==> src/hdl/pdll_pkg.sv <==
// Package for the positional doubly linked list block.
// Holds commands, status codes, sizes and the sequencer state type. No dependencies.
`default_nettype none
package pdll_pkg;
    localparam int DefCapacity = 32;
    localparam int LinkW = 6;
    localparam logic [LinkW-1:0] NIL = 6'd63;

    typedef enum logic [2:0] {
        CMD_INS_FIRST = 3'd0,
        CMD_INS_LAST  = 3'd1,
        CMD_INS_POS   = 3'd2,
        CMD_DEL_FIRST = 3'd3,
        CMD_DEL_LAST  = 3'd4,
        CMD_DEL_POS   = 3'd5,
        CMD_COUNT     = 3'd6,
        CMD_LIST      = 3'd7
    } cmd_t;

    typedef enum logic [1:0] {
        ST_OK    = 2'd0,
        ST_BAD   = 2'd1,
        ST_FULL  = 2'd2,
        ST_EMPTY = 2'd3
    } status_t;

    typedef enum logic [3:0] {
        S_IDLE,
        S_WALK,
        S_WALK_WAIT,
        S_INS_RD,
        S_INS_WR,
        S_DEL_RD,
        S_DEL_WAIT,
        S_DEL_WR,
        S_LIST_RD,
        S_LIST_WAIT,
        S_OUT
    } state_t;
endpackage
`default_nettype wire

==> src/hdl/pdll_ram.sv <==
// Generic simple dual-port synchronous RAM (one write port, one read port) with a registered read.
// No dependencies.
`default_nettype none
module pdll_ram #(
    parameter int WIDTH = 8,
    parameter int DEPTH = 32
) (
    input  wire logic                     clk,
    input  wire logic                     we,
    input  wire logic [$clog2(DEPTH)-1:0] waddr,
    input  wire logic [WIDTH-1:0]         wdata,
    input  wire logic [$clog2(DEPTH)-1:0] raddr,
    output logic      [WIDTH-1:0]         rdata
);
    logic [WIDTH-1:0] mem [DEPTH];

    always_ff @(posedge clk)
    begin
        if (we)
        begin
            mem[waddr] <= wdata;
        end
        rdata <= mem[raddr];
    end
endmodule
`default_nettype wire

==> src/hdl/positional_doubly_linked_list_top.sv <==
// Top level of the positional doubly linked list.
// Depends on pdll_pkg and pdll_ram.
//
// Use: one input channel (cmd, value, position) and one result channel
// (status, count, item_value, last), both valid/stall. A command transfer is
// taken only while the sequencer is idle and no result waits in the result
// register; one command is worked at a time.
// Node values and links sit in three RAMs (value, next, prev), one read per
// cycle with a registered read; head, tail, count and the free map are
// flip-flops. A list command gives one result transfer per node (one for
// an empty list). Positional commands walk the links from the head: one
// RAM read, then the next address.
// The result register holds while stall is high; the sequencer waits.
// Reset empties the list at once (free map all set, head/tail NIL); the
// RAMs need no clearing since only written slots are read.
`default_nettype none
module positional_doubly_linked_list_top
    import pdll_pkg::*;
#(
    parameter int CAPACITY = DefCapacity
) (
    input  wire logic               clk,
    input  wire logic               rst_n,
    input  wire logic               in_valid,
    output logic                    in_stall,
    input  wire logic [2:0]         cmd,
    input  wire logic signed [31:0] value,
    input  wire logic [6:0]         position,
    output logic                    out_valid,
    input  wire logic               out_stall,
    output logic [1:0]              status,
    output logic [5:0]              count,
    output logic signed [31:0]      item_value,
    output logic                    last
);
    localparam int AW = $clog2(CAPACITY);

    state_t state_reg, state_next;
    logic [CAPACITY-1:0] free_reg, free_next;
    logic [LinkW-1:0] head_reg, head_next, tail_reg, tail_next;
    logic [5:0] cnt_reg, cnt_next;
    logic [2:0] cmd_reg, cmd_next;
    logic [31:0] val_reg, val_next;
    logic [6:0] pos_reg, pos_next, k_reg, k_next;
    logic [LinkW-1:0] cur_reg, cur_next, a_reg, a_next, b_reg, b_next;
    logic [LinkW-1:0] n_reg, n_next;
    logic ov_reg, ov_next, last_reg, last_next;
    logic [1:0] st_reg, st_next;
    logic [31:0] iv_reg, iv_next;
    logic [1:0] phase_reg, phase_next;

    // RAM ports
    logic v_we, nx_we, pv_we;
    logic [AW-1:0] v_wa, nx_wa, pv_wa, v_ra, nx_ra, pv_ra;
    logic [31:0] v_wd, v_rd;
    logic [LinkW-1:0] nx_wd, nx_rd, pv_wd, pv_rd;

    pdll_ram #(.WIDTH(32), .DEPTH(CAPACITY)) u_val (
        .clk(clk), .we(v_we), .waddr(v_wa), .wdata(v_wd), .raddr(v_ra), .rdata(v_rd));
    pdll_ram #(.WIDTH(LinkW), .DEPTH(CAPACITY)) u_next (
        .clk(clk), .we(nx_we), .waddr(nx_wa), .wdata(nx_wd), .raddr(nx_ra), .rdata(nx_rd));
    pdll_ram #(.WIDTH(LinkW), .DEPTH(CAPACITY)) u_prev (
        .clk(clk), .we(pv_we), .waddr(pv_wa), .wdata(pv_wd), .raddr(pv_ra), .rdata(pv_rd));

    // lowest free slot
    logic [LinkW-1:0] free_idx;
    always_comb
    begin
        free_idx = NIL;
        for (int i = CAPACITY - 1; i >= 0; i--)
        begin
            if (free_reg[i])
            begin
                free_idx = LinkW'(i);
            end
        end
    end

    function automatic logic ok(input logic [LinkW-1:0] i);
        return i < LinkW'(CAPACITY);
    endfunction

    // a waiting result also holds off the next command: count and the
    // result fields must not move under a stalled transfer
    assign in_stall   = (state_reg != S_IDLE) || ov_reg;
    assign out_valid  = ov_reg;
    assign status     = st_reg;
    assign count      = cnt_reg;
    assign item_value = iv_reg;
    assign last       = last_reg;

    logic [6:0] cnt7;
    assign cnt7 = {1'b0, cnt_reg};

    always_comb
    begin
        state_next = state_reg;
        free_next = free_reg; head_next = head_reg; tail_next = tail_reg;
        cnt_next = cnt_reg; cmd_next = cmd_reg; val_next = val_reg;
        pos_next = pos_reg; k_next = k_reg; cur_next = cur_reg;
        a_next = a_reg; b_next = b_reg; n_next = n_reg;
        ov_next = ov_reg; last_next = last_reg; st_next = st_reg; iv_next = iv_reg;
        phase_next = phase_reg;
        v_we = 1'b0; nx_we = 1'b0; pv_we = 1'b0;
        v_wa = '0; nx_wa = '0; pv_wa = '0;
        v_wd = val_reg; nx_wd = '0; pv_wd = '0;
        v_ra = cur_reg[AW-1:0]; nx_ra = cur_reg[AW-1:0]; pv_ra = cur_reg[AW-1:0];
        if (ov_reg && !out_stall)
        begin
            ov_next = 1'b0;
        end
        unique case (state_reg)
            S_IDLE:
            begin
                if (in_valid && !ov_reg)
                begin
                    cmd_next = cmd; val_next = value; pos_next = position;
                    st_next = ST_OK; iv_next = '0; last_next = 1'b1;
                    unique case (cmd_t'(cmd))
                        CMD_INS_FIRST:
                        begin
                            a_next = NIL; b_next = head_reg; state_next = S_INS_WR;
                        end
                        CMD_INS_LAST:
                        begin
                            a_next = tail_reg; b_next = NIL; state_next = S_INS_WR;
                        end
                        CMD_INS_POS:
                        begin
                            if (position < 7'd1 || position > cnt7 + 7'd1)
                            begin
                                st_next = ST_BAD; state_next = S_OUT;
                            end
                            else if (position == 7'd1)
                            begin
                                a_next = NIL; b_next = head_reg; state_next = S_INS_WR;
                            end
                            else if (position == cnt7 + 7'd1)
                            begin
                                a_next = tail_reg; b_next = NIL; state_next = S_INS_WR;
                            end
                            else if (free_idx == NIL)
                            begin
                                st_next = ST_FULL; state_next = S_OUT;
                            end
                            else
                            begin
                                // walk to position-1, then read its next link
                                cur_next = head_reg; k_next = 7'd1;
                                pos_next = position - 7'd1; state_next = S_WALK;
                            end
                        end
                        CMD_DEL_FIRST, CMD_DEL_LAST, CMD_DEL_POS:
                        begin
                            if (cnt_reg == 6'd0)
                            begin
                                st_next = ST_EMPTY; state_next = S_OUT;
                            end
                            else if (cmd_t'(cmd) == CMD_DEL_FIRST)
                            begin
                                cur_next = head_reg; state_next = S_DEL_RD;
                            end
                            else if (cmd_t'(cmd) == CMD_DEL_LAST)
                            begin
                                cur_next = tail_reg; state_next = S_DEL_RD;
                            end
                            else if (position < 7'd1 || position > cnt7)
                            begin
                                st_next = ST_BAD; state_next = S_OUT;
                            end
                            else
                            begin
                                cur_next = head_reg; k_next = 7'd1; state_next = S_WALK;
                            end
                        end
                        CMD_COUNT: state_next = S_OUT;
                        default:
                        begin
                            if (cnt_reg == 6'd0)
                            begin
                                state_next = S_OUT;
                            end
                            else
                            begin
                                cur_next = head_reg; k_next = 7'd0; state_next = S_LIST_RD;
                            end
                        end
                    endcase
                end
            end
            S_WALK:
            begin
                if (k_reg >= pos_reg || !ok(cur_reg))
                begin
                    if (cmd_reg == CMD_INS_POS)
                    begin
                        state_next = S_INS_RD;
                    end
                    else
                    begin
                        state_next = S_DEL_RD;
                    end
                end
                else
                begin
                    state_next = S_WALK_WAIT; // read issued at cur_reg
                end
            end
            S_WALK_WAIT:
            begin
                cur_next = nx_rd; k_next = k_reg + 7'd1; state_next = S_WALK;
            end
            S_INS_RD:
            begin
                // read of next_link[cur] issued; phase 1 takes the registered data
                if (!ok(cur_reg))
                begin
                    st_next = ST_BAD; state_next = S_OUT;
                end
                else if (phase_reg == 2'd0)
                begin
                    phase_next = 2'd1;
                end
                else
                begin
                    phase_next = 2'd0;
                    a_next = cur_reg; b_next = nx_rd; state_next = S_INS_WR;
                end
            end
            S_INS_WR:
            begin
                if (free_idx == NIL)
                begin
                    st_next = ST_FULL; state_next = S_OUT;
                end
                else
                begin
                    // write node, then patch a.next and b.prev on two RAMs
                    v_we = 1'b1; v_wa = free_idx[AW-1:0]; v_wd = val_reg;
                    pv_we = 1'b1; pv_wa = free_idx[AW-1:0]; pv_wd = a_reg;
                    nx_we = 1'b1; nx_wa = free_idx[AW-1:0]; nx_wd = b_reg;
                    n_next = free_idx;
                    free_next[free_idx[AW-1:0]] = 1'b0;
                    cnt_next = cnt_reg + 6'd1;
                    state_next = S_DEL_WR; phase_next = 2'd2;
                end
            end
            S_DEL_RD:
            begin
                state_next = S_DEL_WAIT;
            end
            S_DEL_WAIT:
            begin
                a_next = pv_rd; b_next = nx_rd; n_next = cur_reg;
                free_next[cur_reg[AW-1:0]] = 1'b1;
                cnt_next = cnt_reg - 6'd1;
                phase_next = 2'd0;
                state_next = S_DEL_WR;
            end
            S_DEL_WR:
            begin
                // phase 0: delete patch; phase 2: insert patch (n_reg is new node)
                if (phase_reg == 2'd2)
                begin
                    if (ok(a_reg))
                    begin
                        nx_we = 1'b1; nx_wa = a_reg[AW-1:0]; nx_wd = n_reg;
                    end
                    else
                    begin
                        head_next = n_reg;
                    end
                    if (ok(b_reg))
                    begin
                        pv_we = 1'b1; pv_wa = b_reg[AW-1:0]; pv_wd = n_reg;
                    end
                    else
                    begin
                        tail_next = n_reg;
                    end
                end
                else
                begin
                    if (ok(a_reg))
                    begin
                        nx_we = 1'b1; nx_wa = a_reg[AW-1:0]; nx_wd = b_reg;
                    end
                    else
                    begin
                        head_next = ok(b_reg) ? b_reg : NIL;
                    end
                    if (ok(b_reg))
                    begin
                        pv_we = 1'b1; pv_wa = b_reg[AW-1:0]; pv_wd = a_reg;
                    end
                    else
                    begin
                        tail_next = ok(a_reg) ? a_reg : NIL;
                    end
                    if (cnt_reg == 6'd0)
                    begin
                        head_next = NIL; tail_next = NIL;
                    end
                end
                phase_next = 2'd0;
                state_next = S_OUT;
            end
            S_LIST_RD:
            begin
                if (!ov_reg || !out_stall)
                begin
                    state_next = S_LIST_WAIT;
                end
            end
            S_LIST_WAIT:
            begin
                if (!ov_reg || !out_stall)
                begin
                    ov_next = 1'b1; st_next = ST_OK; iv_next = v_rd;
                    last_next = !ok(nx_rd) || (k_reg + 7'd1 >= cnt7)
                                || (k_reg + 7'd1 >= 7'(CAPACITY));
                    if (last_next)
                    begin
                        state_next = S_IDLE;
                    end
                    else
                    begin
                        cur_next = nx_rd; k_next = k_reg + 7'd1; state_next = S_LIST_RD;
                    end
                end
            end
            S_OUT:
            begin
                if (!ov_reg || !out_stall)
                begin
                    ov_next = 1'b1; state_next = S_IDLE;
                end
            end
            default: state_next = S_IDLE;
        endcase
    end

    always_ff @(posedge clk or negedge rst_n)
    begin
        if (!rst_n)
        begin
            state_reg <= S_IDLE;
            free_reg  <= '1;
            head_reg  <= NIL;
            tail_reg  <= NIL;
            cnt_reg   <= '0;
            ov_reg    <= 1'b0;
            phase_reg <= '0;
        end
        else
        begin
            state_reg <= state_next;
            free_reg  <= free_next;
            head_reg  <= head_next;
            tail_reg  <= tail_next;
            cnt_reg   <= cnt_next;
            ov_reg    <= ov_next;
            phase_reg <= phase_next;
        end
    end

    always_ff @(posedge clk)
    begin
        cmd_reg <= cmd_next; val_reg <= val_next; pos_reg <= pos_next;
        k_reg <= k_next; cur_reg <= cur_next; a_reg <= a_next; b_reg <= b_next;
        n_reg <= n_next; last_reg <= last_next; st_reg <= st_next; iv_reg <= iv_next;
    end
endmodule
`default_nettype wire

==> config.mk <==
export PLATFORM = sky130hd
export DESIGN_NAME = positional_doubly_linked_list_top
export DESIGN_NICKNAME = d
export VERILOG_FILES = /design/src/hdl/pdll_pkg.sv /design/src/hdl/pdll_ram.sv /design/src/hdl/positional_doubly_linked_list_top.sv
export SDC_FILE = /design/constraint.sdc
export NUM_CORES = 2
export LEC_CHECK = 0
export BUFFER_PORTS_ARGS = -buffer_cell sky130_fd_sc_hd__buf_4
export CAP_MARGIN = 10
export CORE_UTILIZATION = 45
export CTS_CLUSTER_DIAMETER = 40
export DETAILED_ROUTE_END_ITERATION = 16
export GPL_TIMING_DRIVEN = 0
export SYNTH_ARGS = -nofsm -noshare
export SYNTH_HDL_FRONTEND = slang
export SYNTH_SLANG_ARGS = --single-unit
==> constraint.sdc <==
create_clock -name clk -period 5.3 [get_ports clk]
set_clock_uncertainty 0.1 [all_clocks]
set_input_delay 0.795 -clock clk [delete_from_list [all_inputs] [get_ports clk]]
set_output_delay 0.795 -clock clk [all_outputs]
set_load 0.02 [all_outputs]
==> summary.txt <==
outcome: complete, no violations
minimum hold slack: 46.3 ps
FF-to-FF setup slack: 580 ps
Post-Synthesis Cell Area: 62,800 µm²
Worst-path clk slew: 60 ps
vias in the first global route: 34.6k
VDD IR max: 0.354 mV
#FFs+latches synth: 1,617
CTS resizes: 0
Setup Crit Path Kind: reg2reg
Max Fclk: 0.212 GHz
Crit-path slowest cell: nor4_2
Clk pwr share: 0.319
EDFF count, synth: 1,516
Max clock buf depth: 3
fin nets: 3,662
drt pass-1 iters: 6
Core ar.: 138,000 µm²
Worst Path Required: 5630 ps
Async SR Flop Fraction: 0.0353
Clk Latency, worst-skew pair: 840 ps
most instantiated cells after synthesis: edfxtp_1, mux4_2, nor2_1
port buffer count: 88
RSZ-0062 raised after global routing: false
post-synthesis sequential area ratio: 0.763
GRT Total Usage: 0.273
max reg flops: 1,024
most frequent cell after synthesis: edfxtp_1
Hold Violations, Final: 0
CP arrival: 5050 ps
Final Core Density: 0.546
DP Cell Count: 5,207
placement-stage cell area: 67,900 µm²
Synth Flop Type: edfxtp_1
via/cell ratio: 6.29
worst-margin pin slew: 1370 ps
pwr dens: 588 nW/µm²
RePlAce Congestion: 0.931
total gr overflow: 0
DR DRC count: 0
Maximum Capacitance Violations: 0
Sw Pwr: 15.1 mW
CTS tree: done
Die W: 376 µm
synth top area cells: edfxtp_1, mux4_2, a22oi_1
share of layout cells above drive strength 1: 0.271
Static Leak: 24.3 nW
via count: 35.4k
CP endpoint kind: flop
Startpoint Class: flop
Post-DRT Antenna Nets: 0
Hold WC Path Type: in2reg
post-layout instance area: 75,400 µm²
largest registers: u_val.mem: 1024 flops, u_next.mem: 192 flops, u_prev.mem: 192 flops
Synth-to-Final Area Change: 20.0%
Pint: 29.2 mW
FP Rows: 136
largest net degree at the start of global routing: 58
Slew HR: 0.0835
count of warnings emitted by yosys: 0
total CTS buffers: 203
fin crit period: 4720 ps
Max Fanout on Critical Path: 9
I/O pin count: 89
DR WL/cell: 34.0 µm
Sw Share: 0.342
fin cells: 5,626
worst path cell trace: buf_2 -> inv_1 -> a2111oi_0 -> o211ai_1 -> o211a_1 -> nor4_2 -> a21oi_1 -> nor2_1
count of clock tree sinks: 1,617
die area: 141,000 µm²
Gate power share: 0.303
Yosys cell types: 81
largest stage delay on the critical path: 1000 ps
hpwl dp: 121 mm
drt total wl: 191 mm
root buffer cell: clkbuf_16
Synth Area per Inst: 19.8 µm²
global-route wire length before repair: 266 mm
Tot Pwr: 44.3 mW
Slew Viols, Final: 0
final setup fails: 0
initial DRC count: 4,929
Gate Count Post-Synth: 3,173
Chip Height: 376 µm
fin crit share: 0.890
Synth top area share: 0.725
Mapped Nets: 3,255
Initial Util: 0.455
Biggest register: u_val.mem
H-tree Lvls: 4
Reg power frac: 0.378
initial antenna violation count: 6
Yosys top cell by area: edfxtp_1
worst paths after layout:
path                                          endpoint  depth (start not counted)               startpoint
max                        u_next.mem[31][0]$_DFFE_PP_                          8  free_reg[5]$_DFFE_PN1P_
min                              val_reg[27]$_DFFE_PP_                          1                value[27]
max reg2reg                u_next.mem[31][0]$_DFFE_PP_                          8  free_reg[5]$_DFFE_PN1P_
min reg2reg                    head_reg[2]$_DFFE_PN1P_                          2  head_reg[2]$_DFFE_PN1P_
max in group asynchronous     state_reg[2]$_DFFE_PN0P_                          2                    rst_n
min in group asynchronous         count[2]$_DFFE_PN0P_                          2                    rst_n
placed cells by master (no fill, tap or decap), types with 18 or more instances in the layout:
cell type	n
a21oi_1	48
a22oi_1	181
and3_1	38
buf_1	35
buf_12	27
buf_16	41
buf_4	91
buf_8	26
bufinv_16	24
clkbuf_1	119
clkbuf_16	206
clkinv_1	22
clkinv_2	24
clkinvlp_4	25
dfstp_2	44
dfxtp_1	44
edfxtp_1	1516
ha_1	35
inv_1	37
mux4_2	352
nand2_1	106
nand3_1	24
nand4_1	47
nor2_1	157
nor2_4	34
nor3_1	46
nor4_1	18
o21ai_0	48
cell type report:
cell class	count	area, µm²
diodes	5	12.5
plain buffers	161	667
clock buffers	238	5340
clock inverters	145	1670
fillers	10600	62600
inverters	38	145
multi-input cells	1357	14400
flip-flops and latches	1617	47900
well taps	1863	2330
repair buffers	202	2910
cell families after synthesis:
family / synth area share
xor+xnor: 0.00237
mux: 0.128
flops: 0.763
simple gates: 0.0426
fa+ha+maj: 0.00729
compound gates: 0.0447
buf+inv: 0.0124
metrics by stage:
stage               TNS [ps]  setup WS, ps
floorplan                  0          1310
global placement    -1700550         -3570
detailed placement         0           798
CTS                        0           786
global route               0           641
finish                     0           583
routing by layer:
metal | GRT usage | part of all wire | vias up
li1 | - | - | 14100
met1 | 0.384 | 0.40 | 18700
met2 | 0.417 | 0.46 | 2144
met3 | 0.0602 | 0.10 | 422
met4 | 0.105 | 0.042 | 4
met5 | 0 | 0.00012 | -
power groups by stage:
stage	Combinational [mW]	Clock (mW)	Sequential [mW]
after floorplan	7.21	0	16.7
after global routing	13.9	14.8	16.8
after detailed placement	13.0	0	17.0
after CTS	13.1	14.3	16.7
after global placement	12.2	0	17.0
final	13.4	14.2	16.7
worst max-delay path: cells and delay by family, from the launching register on:
kind,cells,cell delay [ps]
simple gates,2,1670
flops,1,510
buf+inv,2,250
compound gates,4,1810
timing repair:
item,CTS,global route
endpoints found under the hold margin,23,0
hold buffers,11,0
setup buffers,0,0
Note: power is estimated with default switching activity, not from simulation.
